--- src/cbmf_div.sv ---
// ----------------------------------------------------------------------------
// cbmf_div: radix-2 restoring divider
// Unsigned quotient of a DW-bit dividend by an NW-bit divisor, one bit a cycle.
// ----------------------------------------------------------------------------
module cbmf_div #(
  parameter int DW = 36,
  parameter int NW = 12
) (
  input  logic          clk,
  input  logic          rst_n,
  input  logic          start,
  input  logic [DW-1:0] dividend,
  input  logic [NW-1:0] divisor,
  output logic          done,
  output logic [DW-1:0] quotient
);

  localparam int CNT_W = $clog2(DW + 1);

  logic [DW-1:0]    quo_r, quo_nxt;
  logic [NW:0]      rem_r, rem_nxt;
  logic [CNT_W-1:0] cnt_r, cnt_nxt;
  logic             busy_r, busy_nxt;
  logic             done_r, done_nxt;
  logic [NW+1:0]    trial;

  // one restoring step per cycle
  always_comb begin
    quo_nxt  = quo_r;
    rem_nxt  = rem_r;
    cnt_nxt  = cnt_r;
    busy_nxt = busy_r;
    done_nxt = 1'b0;
    trial    = '0;
    if (start) begin
      quo_nxt  = dividend;
      rem_nxt  = '0;
      cnt_nxt  = CNT_W'(DW);
      busy_nxt = 1'b1;
    end else if (busy_r) begin
      trial = {rem_r, quo_r[DW-1]};
      if (trial >= {2'b00, divisor}) begin
        rem_nxt = (NW+1)'(trial - {2'b00, divisor});
        quo_nxt = {quo_r[DW-2:0], 1'b1};
      end else begin
        rem_nxt = (NW+1)'(trial);
        quo_nxt = {quo_r[DW-2:0], 1'b0};
      end
      cnt_nxt = cnt_r - 1'b1;
      if (cnt_r == CNT_W'(1)) begin
        busy_nxt = 1'b0;
        done_nxt = 1'b1;
      end
    end
  end

  // control registers
  always_ff @(posedge clk) begin
    if (!rst_n) begin
      busy_r <= 1'b0;
      done_r <= 1'b0;
      cnt_r  <= '0;
    end else begin
      busy_r <= busy_nxt;
      done_r <= done_nxt;
      cnt_r  <= cnt_nxt;
    end
  end

  // datapath registers
  always_ff @(posedge clk) begin
    quo_r <= quo_nxt;
    rem_r <= rem_nxt;
  end

  assign done     = done_r;
  assign quotient = quo_r;

endmodule

--- config.mk ---
export PLATFORM = sky130hd
export DESIGN_NAME = cbmf_div
export DESIGN_NICKNAME = d
export VERILOG_FILES = /design/src/cbmf_div.sv
export SDC_FILE = /design/constraint.sdc
export NUM_CORES = 1
export LEC_CHECK = 0
export BUFFER_PORTS_ARGS = -buffer_cell sky130_fd_sc_hd__buf_2
export CAP_MARGIN = 20
export CORE_ASPECT_RATIO = 1.4
export CORE_MARGIN = 2
export CORE_UTILIZATION = 45
export CTS_BUF_LIST = sky130_fd_sc_hd__clkbuf_4 sky130_fd_sc_hd__clkbuf_8
export CTS_CLUSTER_DIAMETER = 100
export DETAILED_ROUTE_END_ITERATION = 16
export GPL_TIMING_DRIVEN = 0
export MAX_ROUTING_LAYER = met4
export PLACE_DENSITY = 0.73
export SLEW_MARGIN = 20
export SYNTH_ARGS = -nofsm -noshare
export SYNTH_HDL_FRONTEND = slang
export SYNTH_SLANG_ARGS = --single-unit
--- constraint.sdc ---
create_clock -name clk -period 2.7 [get_ports clk]
set_clock_uncertainty 0.15 [all_clocks]
set_input_delay 0.54 -clock clk [delete_from_list [all_inputs] [get_ports clk]]
set_output_delay 0.54 -clock clk [all_outputs]
set_load 0.03 [all_outputs]
==> metrics.txt, run 1 <==
# TYPE chip_impl_metric gauge
chip_impl_info{name="run_status",value="completed"} 1
chip_impl_metric{name="htree_num_levels",unit=""} 3
chip_impl_metric{name="place_hpwl",unit="µm"} 5510
chip_impl_metric{name="place.detailed.instances",unit=""} 480
chip_impl_metric{name="grt-ovfl-total",unit=""} 0
chip_impl_metric{name="cellLeakagePower",unit="nW"} 1.73
chip_impl_metric{name="drv_cap",unit=""} 0
chip_impl_metric{name="num_vias",unit=""} 2655
chip_impl_metric{name="maximum_number_of_pins_on_one_net_before_global_route_repair",unit=""} 37
chip_impl_metric{name="critPathMaxFanout",unit=""} 6
chip_impl_metric{name="chipWidth",unit="µm"} 76.2
chip_impl_metric{name="vias_per_cell",unit=""} 5.29
chip_impl_metric{name="final.fill_count",unit=""} 625
chip_impl_metric{name="clk-insertion-delay-late",unit="ns"} 0.33
chip_impl_metric{name="design.final.nets",unit=""} 468
chip_impl_metric{name="globalRouteTotalUtil",unit="%"} 19.7
chip_impl_info{name="tritoncts",value="built"} 1
chip_impl_metric{name="die_area",unit="µm²"} 8010
chip_impl_metric{name="cts.sink_count",unit=""} 57
chip_impl_metric{name="setup-violations-final",unit=""} 0
chip_impl_info{name="clock-root-buffer",value="clkbuf_8"} 1
chip_impl_metric{name="count_of_input_and_output_buffers",unit=""} 86
chip_impl_info{name="min_from",value="rst_n"} 1
chip_impl_metric{name="rows",unit=""} 36
chip_impl_metric{name="dpl-instance-area",unit="µm²"} 3830
chip_impl_metric{name="count_of_flip_flops_with_a_built_in_enable_after_synthesis",unit=""} 36
chip_impl_metric{name="yosys_warnings",unit=""} 0
chip_impl_metric{name="hold_violations",unit=""} 0
chip_impl_metric{name="antenna_cells",unit=""} 0
chip_impl_metric{name="core_region_area",unit="µm²"} 7030
chip_impl_metric{name="grt_pass1_wl",unit="µm"} 12300
chip_impl_info{name="setup.worst_path.class",value="flop to flop"} 1
chip_impl_metric{name="fmax",unit="GHz"} 0.385
chip_impl_metric{name="final_core_utilization",unit="%"} 58.7
chip_impl_metric{name="io_pins",unit=""} 88
chip_impl_metric{name="post_route_cells_drive_above_1_share",unit="%"} 42.3
chip_impl_info{name="setup.worst_path.start_class",value="flop"} 1
chip_impl_metric{name="netlist_area",unit="µm²"} 3290
chip_impl_metric{name="final_cells",unit=""} 502
chip_impl_info{name="r2r_start",value="quotient[35]$_DFFE_PP_"} 1
chip_impl_metric{name="initialDrtViolationCount",unit=""} 85
chip_impl_metric{name="post-route-min-period",unit="ns"} 2.60
chip_impl_metric{name="design_area",unit="µm²"} 4120
chip_impl_metric{name="final_critical_path_share_of_the_clock_period",unit="%"} 96.1
chip_impl_metric{name="worst_ep_arrival_time",unit="ns"} 2.69
chip_impl_metric{name="async_set_or_reset_flop_fraction_in_the_synthesized_netlist",unit="%"} 0
chip_impl_metric{name="initial_utilization",unit="%"} 46.8
chip_impl_metric{name="drc",unit=""} 0
chip_impl_metric{name="place_congestion",unit=""} 0.877
chip_impl_metric{name="max_slew.worst_pin.slew",unit="ns"} 0.745
chip_impl_metric{name="cts_hold_buffers_added",unit=""} 0
chip_impl_metric{name="drt-pass1-iter-count",unit=""} 4
chip_impl_metric{name="finalPower",unit="mW"} 2.59
chip_impl_metric{name="synth_seq_area_share",unit="%"} 45.7
chip_impl_info{name="cp-startpoint",value="quotient[35]$_DFFE_PP_"} 1
chip_impl_metric{name="average_cell_area_after_synthesis",unit="µm²"} 11.0
chip_impl_metric{name="synthesis_to_layout_area_growth",unit="%"} 25.4
chip_impl_metric{name="slew_headroom",unit="%"} 50.3
chip_impl_metric{name="grt_pass1_vias",unit=""} 2735
chip_impl_metric{name="drt-wirelength-per-cell",unit="µm"} 14.9
chip_impl_metric{name="timing.hold.ws",unit="ns"} 0.328
chip_impl_metric{name="clkTransAtPathRegs",unit="ns"} 0.07
chip_impl_metric{name="syn_inst",unit=""} 299
chip_impl_metric{name="ys_seq_elements",unit=""} 57
chip_impl_info{name="setup_repair_after_global_routing_missed_its_margin",value="true"} 1
chip_impl_metric{name="timing_max_transition_violations_final",unit=""} 0
chip_impl_metric{name="vdd.ir_drop.worst",unit="µV"} 452
chip_impl_metric{name="wl",unit="µm"} 7480
chip_impl_metric{name="number_of_antenna_violations_at_the_first_check_in_global_routing",unit=""} 0
chip_impl_info{name="ys.flop_type",value="edfxtp_1"} 1
chip_impl_metric{name="netlist-cell-type-count",unit=""} 48
chip_impl_info{name="hold_class",value="input pin to flop"} 1
chip_impl_metric{name="cts.path.max_buffers",unit=""} 2
chip_impl_metric{name="critical_path_required",unit="ns"} 2.79
chip_impl_metric{name="die_y",unit="µm"} 105
chip_impl_metric{name="power.density",unit="nW/µm²"} 628
chip_impl_metric{name="synthesis.nets",unit=""} 365
chip_impl_info{name="endpoint_kind",value="flop"} 1
chip_impl_metric{name="antenna_left",unit=""} 0
chip_impl_metric{name="tritoncts_buffer_count",unit=""} 9
[where the power goes]
group	leakage, nW	internal (mW)	switching (mW)
registers	0.535	1.03	0.0521
logic	1.11	0.300	0.412
clock network	0.0925	0.433	0.362
[kinds of logic after synthesis]
kind of cell / share of synthesized area (%)
compound gates: 13.0
xor+xnor: 2.93
fa+ha+maj: 5.94
buf+inv: 7.27
flops: 45.7
mux: 12.3
simple gates: 12.8
[final timing paths]
path	slack, ns	end	cells past startpoint
max	0.10	rem_r[3]$_SDFFE_PP0P_	9
min	0.33	cnt_r[2]$_SDFFE_PN0P_	2
max reg2reg	0.10	rem_r[3]$_SDFFE_PP0P_	9
min reg2reg	0.35	cnt_r[1]$_SDFFE_PP0P_	2
[registers in the layout, indices dropped and copies added, names as in the netlist]
signal and flops:
cnt_r 6, done 1, rem_r 13, quotient 36, busy_r 1
[Yosys cell counts, drive strengths merged, types with 5 or more instances]
master   n  area (µm²)
a21o     5        37.5
a21oi   15        82.6
a311oi  10        93.8
buf      7        62.6
clkbuf  10        97.6
dfxtp   21         420
edfxtp  36        1080
ha      14         175
inv     21        78.8
mux2    36         405
nand2   11        41.3
nand2b   5        31.3
nand3   11        60.1
nor2    27         101
nor3     9        45.0
nor4     5        37.5
o21ai   10        53.8
xnor2    7        61.3
[per-stage QoR]
step,setup slack [ns],TNS [ns]
final,0.104,0
after global routing,-0.0260,-0.129
after CTS,0.00986,0
after detailed placement,-0.278,-2.23
after global placement,-0.255,-2.30
after floorplan,0.0226,0
[critical path, stage by stage (launching register included)]
cell	delay [ns]
edfxtp_1	0.39
inv_1	0.06
ha_2	0.18
fa_2	0.39
nand2b_4	0.15
a21o_1	0.23
a21o_1	0.22
a21o_4	0.26
a211o_1	0.27
a311oi_2	0.22
[layer usage]
metal / track usage (%) / routed length [µm]
met1: 22.4 / 3040
met2: 33.2 / 3850
met3: 4.49 / 475
met4: 8.57 / 112
met5: - / 0
[cells in the final DEF (no fill, tap or decap), types with 10 or more instances in the layout]
| cell | count |
|---|---|
| a21oi_1 | 13 |
| edfxtp_1 | 36 |
| nand3_1 | 10 |
| buf_2 | 88 |
| inv_1 | 20 |
| clkbuf_8 | 15 |
| nand2_1 | 11 |
| mux2_2 | 36 |
| dfxtp_1 | 21 |
| nor2_1 | 27 |
| ha_1 | 13 |
[final cells by class]
cell class / count / area, µm² / share of cell area (%)
buffer: 17 / 160 / 3.89
clock inverter: 7 / 78.8 / 1.91
multi-input combinational: 204 / 1580 / 38.3
clock buffer: 9 / 124 / 3.01
tap: 95 / 119 / 2.88
sequential: 57 / 1500 / 36.4
inverter: 21 / 78.8 / 1.91
timing repair buffer: 92 / 479 / 11.6
[timing repair]
action,in CTS,in global routing
pin swaps,0,7
resized for setup,2,7
setup buffers,0,6
setup endpoints to repair,4,13
No activity file was read; power rests on OpenSTA's default activity.
==> inputs of run 2 (changes only) <==
--- a/config.mk
+++ b/config.mk
@@ -5,6 +5,7 @@
 export SDC_FILE = /design/constraint.sdc
 export NUM_CORES = 1
 export LEC_CHECK = 0
+export ABC_AREA = 1
 export BUFFER_PORTS_ARGS = -buffer_cell sky130_fd_sc_hd__buf_2
 export CAP_MARGIN = 20
 export CORE_ASPECT_RATIO = 1.4
@@ -15,7 +16,7 @@
 export DETAILED_ROUTE_END_ITERATION = 16
 export GPL_TIMING_DRIVEN = 0
 export MAX_ROUTING_LAYER = met4
-export PLACE_DENSITY = 0.73
+export PLACE_DENSITY = 0.72
 export SLEW_MARGIN = 20
 export SYNTH_ARGS = -nofsm -noshare
 export SYNTH_HDL_FRONTEND = slang
==> run 2 against run 1 <==
  * Synthesized area rose by 4.9%
  * First-iteration DRC count rose by 98%
  * Critical path depth did not move
  * Core utilization fell by 2.0 points
  * Via count rose by 20%
  * Count of clock-buffer cells in the layout rose by 3
  * Sequential power barely moved
  * Clock power fell by 4.5%
  * Fmax rose by 23%
  * Cell count rose by 31%
  * Power barely moved
  * Critical path type unchanged
==> metrics.txt, run 2 <==
# TYPE chip_impl_metric gauge
chip_impl_info{name="run_status",value="completed"} 1
chip_impl_info{name="worstHoldEndpoint",value="cnt_r[2]$_SDFFE_PN0P_"} 1
chip_impl_metric{name="average_cell_area_after_synthesis",unit="µm²"} 7.49
chip_impl_metric{name="place_hpwl",unit="µm"} 6390
chip_impl_info{name="setup_repair_after_global_routing_missed_its_margin",value="false"} 1
chip_impl_metric{name="largest_register_ffs",unit=""} 36
chip_impl_metric{name="globalRouteTotalUtil",unit="%"} 20.8
chip_impl_metric{name="io_pins",unit=""} 88
chip_impl_metric{name="cts.path.max_buffers",unit=""} 2
chip_impl_metric{name="rrSetupSlack",unit="ns"} 0.59
chip_impl_metric{name="yosys_warnings",unit=""} 0
chip_impl_metric{name="place_congestion",unit=""} 0.949
chip_impl_metric{name="synthesis_to_layout_area_growth",unit="%"} 21.7
chip_impl_info{name="setup.worst_path.class",value="flop to flop"} 1
chip_impl_info{name="worst_r2r_endpoint",value="quotient[0]$_DFFE_PP_"} 1
chip_impl_metric{name="cellLeakagePower",unit="nW"} 2.26
chip_impl_metric{name="drt-pass1-iter-count",unit=""} 6
chip_impl_info{name="synth.largest_area_cell",value="edfxtp_1"} 1
chip_impl_metric{name="finalSetupTns",unit="ns"} 0
chip_impl_info{name="hold_class",value="input pin to flop"} 1
chip_impl_metric{name="design_area",unit="µm²"} 4190
chip_impl_info{name="clock-root-buffer",value="clkbuf_8"} 1
chip_impl_metric{name="vdd.ir_drop.worst",unit="µV"} 468
chip_impl_metric{name="core_region_area",unit="µm²"} 7410
chip_impl_metric{name="antenna_cells",unit=""} 0
chip_impl_metric{name="initialDrtViolationCount",unit=""} 168
chip_impl_info{name="synth_commonest_cells",value="nand2_1 (200), inv_1 (63), edfxtp_1 (36)"} 1
chip_impl_metric{name="drt-wirelength-per-cell",unit="µm"} 12.2
chip_impl_metric{name="synthesis.nets",unit=""} 526
chip_impl_metric{name="syn_inst",unit=""} 460
chip_impl_info{name="tritoncts",value="built"} 1
chip_impl_metric{name="post-route-min-period",unit="ns"} 2.11
chip_impl_metric{name="die_y",unit="µm"} 108
chip_impl_metric{name="netlist_area",unit="µm²"} 3450
chip_impl_metric{name="antenna_left",unit=""} 0
chip_impl_info{name="synth_top_cells_by_area",value="edfxtp_1 (31%), nand2_1 (22%), dfxtp_1 (12%), inv_1 (6.9%), ha_1 (5.1%)"} 1
chip_impl_metric{name="count_of_input_and_output_buffers",unit=""} 87
chip_impl_metric{name="clkTransAtPathRegs",unit="ns"} 0.06
chip_impl_info{name="setup.worst_path.start_class",value="flop"} 1
chip_impl_metric{name="cts_hold_buffers_added",unit=""} 0
chip_impl_metric{name="number_of_antenna_violations_at_the_first_check_in_global_routing",unit=""} 0
chip_impl_metric{name="ff2ff_path_depth",unit=""} 9
chip_impl_metric{name="async_set_or_reset_flop_fraction_in_the_synthesized_netlist",unit="%"} 0
chip_impl_info{name="synthMostInstantiatedCell",value="nand2_1"} 1
chip_impl_metric{name="design.final.nets",unit=""} 624
chip_impl_metric{name="setup-violations-final",unit=""} 0
chip_impl_metric{name="grt-ovfl-total",unit=""} 0
chip_impl_metric{name="fmax",unit="GHz"} 0.474
chip_impl_metric{name="maximum_number_of_pins_on_one_net_before_global_route_repair",unit=""} 37
chip_impl_metric{name="rows",unit=""} 37
chip_impl_metric{name="final_critical_path_share_of_the_clock_period",unit="%"} 78.2
chip_impl_metric{name="clk-insertion-delay-late",unit="ns"} 0.32
chip_impl_metric{name="count_of_flip_flops_with_a_built_in_enable_after_synthesis",unit=""} 36
chip_impl_metric{name="critPathMaxFanout",unit=""} 10
chip_impl_metric{name="power.density",unit="nW/µm²"} 618
chip_impl_metric{name="netlist-cell-type-count",unit=""} 34
chip_impl_info{name="min_from",value="rst_n"} 1
chip_impl_metric{name="cts.repair.resized",unit=""} 0
chip_impl_metric{name="post-cts-setup-buffers",unit=""} 0
chip_impl_metric{name="die_area",unit="µm²"} 8380
chip_impl_metric{name="cts.sink_count",unit=""} 57
chip_impl_metric{name="hold-path-cell-count",unit=""} 3
chip_impl_metric{name="drv_cap",unit=""} 0
chip_impl_metric{name="grt_pass1_vias",unit=""} 3056
chip_impl_metric{name="slew_headroom",unit="%"} 48.4
chip_impl_metric{name="chipWidth",unit="µm"} 78.0
chip_impl_metric{name="drc",unit=""} 0
chip_impl_metric{name="grt_pass1_wl",unit="µm"} 13500
chip_impl_metric{name="tritoncts_buffer_count",unit=""} 9
chip_impl_info{name="layout_common_cells",value="nand2_1 (200), buf_2 (89), inv_1 (62)"} 1
chip_impl_info{name="r2r_start",value="quotient[35]$_DFFE_PP_"} 1
chip_impl_metric{name="ys_seq_elements",unit=""} 57
chip_impl_metric{name="dpl-instance-area",unit="µm²"} 4000
chip_impl_metric{name="wl",unit="µm"} 8080
chip_impl_metric{name="num_vias",unit=""} 3178
chip_impl_metric{name="critical_path_required",unit="ns"} 2.71
chip_impl_metric{name="post_route_cells_drive_above_1_share",unit="%"} 24.5
chip_impl_metric{name="vias_per_cell",unit=""} 4.82
chip_impl_info{name="endpoint_kind",value="flop"} 1
chip_impl_info{name="ys.flop_type",value="edfxtp_1"} 1
chip_impl_metric{name="initial_utilization",unit="%"} 46.5
chip_impl_metric{name="max_slew.worst_pin.slew",unit="ns"} 0.773
chip_impl_metric{name="synth_seq_area_share",unit="%"} 43.6
chip_impl_metric{name="timing_max_transition_violations_final",unit=""} 0
chip_impl_metric{name="hold_violations",unit=""} 0
chip_impl_metric{name="worst_ep_arrival_time",unit="ns"} 2.12
chip_impl_metric{name="htree_num_levels",unit=""} 3
chip_impl_metric{name="fraction_of_synthesized_cell_area_taken_by_the_top_area_cell_type",unit="%"} 31.4
chip_impl_info{name="layout.cells.most_common",value="nand2_1"} 1
-- run 2: cell types whose count changed in the layout (fill, tap and decap cells not counted), sizes merged, moves of 8 or more --
cell    change
nand2     +200
a311oi     -10
nand3      +22
mux2       -36
inv        +42
nor2        -8
-- run 2: cells by family (layout without fill, tap and decap cells) --
group | after synthesis | count (layout) | share of synthesized area (%)
compound gates | 18 | 18 | 3.09
xor+xnor | 5 | 5 | 1.27
fa+ha+maj | 15 | 15 | 5.66
buf+inv | 79 | 182 | 9.33
flops | 57 | 57 | 43.6
simple gates | 286 | 286 | 37.1
-- run 2: layout make-up --
type	count	area, µm²
plain buffers	14	77.6
clock buffers	12	146
clock inverters	4	43.8
fillers	722	3210
inverters	65	244
multi-input cells	324	1620
flip-flops and latches	57	1500
well taps	97	121
repair buffers	87	435
-- run 2: how the worst max path moves through the flow --
| stage | startpoint | end | slack (ns) |
|---|---|---|---|
| floorplan | quotient[35]$_DFFE_PP_ | rem_r[8]$_SDFFE_PP0P_ | 0.55 |
| global placement | start | quotient[9]$_DFFE_PP_ | 0.03 |
| detailed placement | divisor[0] | quotient[0]$_DFFE_PP_ | 0.31 |
| CTS | quotient[35]$_DFFE_PP_ | quotient[0]$_DFFE_PP_ | 0.57 |
| global route | busy_r$_SDFF_PN0_ | quotient[33]$_DFFE_PP_ | 0.42 |
| finish | quotient[35]$_DFFE_PP_ | quotient[0]$_DFFE_PP_ | 0.59 |
-- run 2: stage by stage --
step / instances / hold WS, ns / power [mW] / setup slack, ns / util [%]
floorplan: 460 / 0.293 / 1.64 / 0.548 / -
global placement: 644 / 0.310 / 1.83 / 0.0316 / 54.0
detailed placement: 644 / 0.311 / 1.85 / 0.312 / 54.0
CTS: 660 / 0.293 / 2.62 / 0.569 / 56.6
global route: 660 / 0.320 / 2.74 / 0.415 / 56.6
finish: 660 / 0.319 / 2.59 / 0.588 / 56.6
-- run 2: critical path, cell delays in order (launching register included) --
cell and delay (ns):
edfxtp_1 0.34, inv_1 0.06, ha_1 0.20, fa_1 0.40, inv_1 0.11, nand2_1 0.08
nand3_2 0.10, nand3_2 0.11, buf_2 0.21, a31oi_1 0.19
-- run 2: routing by layer --
| layer | global-route usage, % | wire (µm) | vias to the layer above |
|---|---|---|---|
| li1 | - | - | 1645 |
| met1 | 23.7 | 3470 | 1428 |
| met2 | 36.9 | 4110 | 97 |
| met3 | 3.44 | 414 | 8 |
| met4 | 6.89 | 85 | 0 |
| met5 | - | 0 | - |
-- run 2: report_power, final --
part / internal [mW] / leakage (nW) / switching, mW
sequential: 1.03 / 0.542 / 0.0585
combinational: 0.257 / 1.61 / 0.483
clock: 0.451 / 0.102 / 0.309
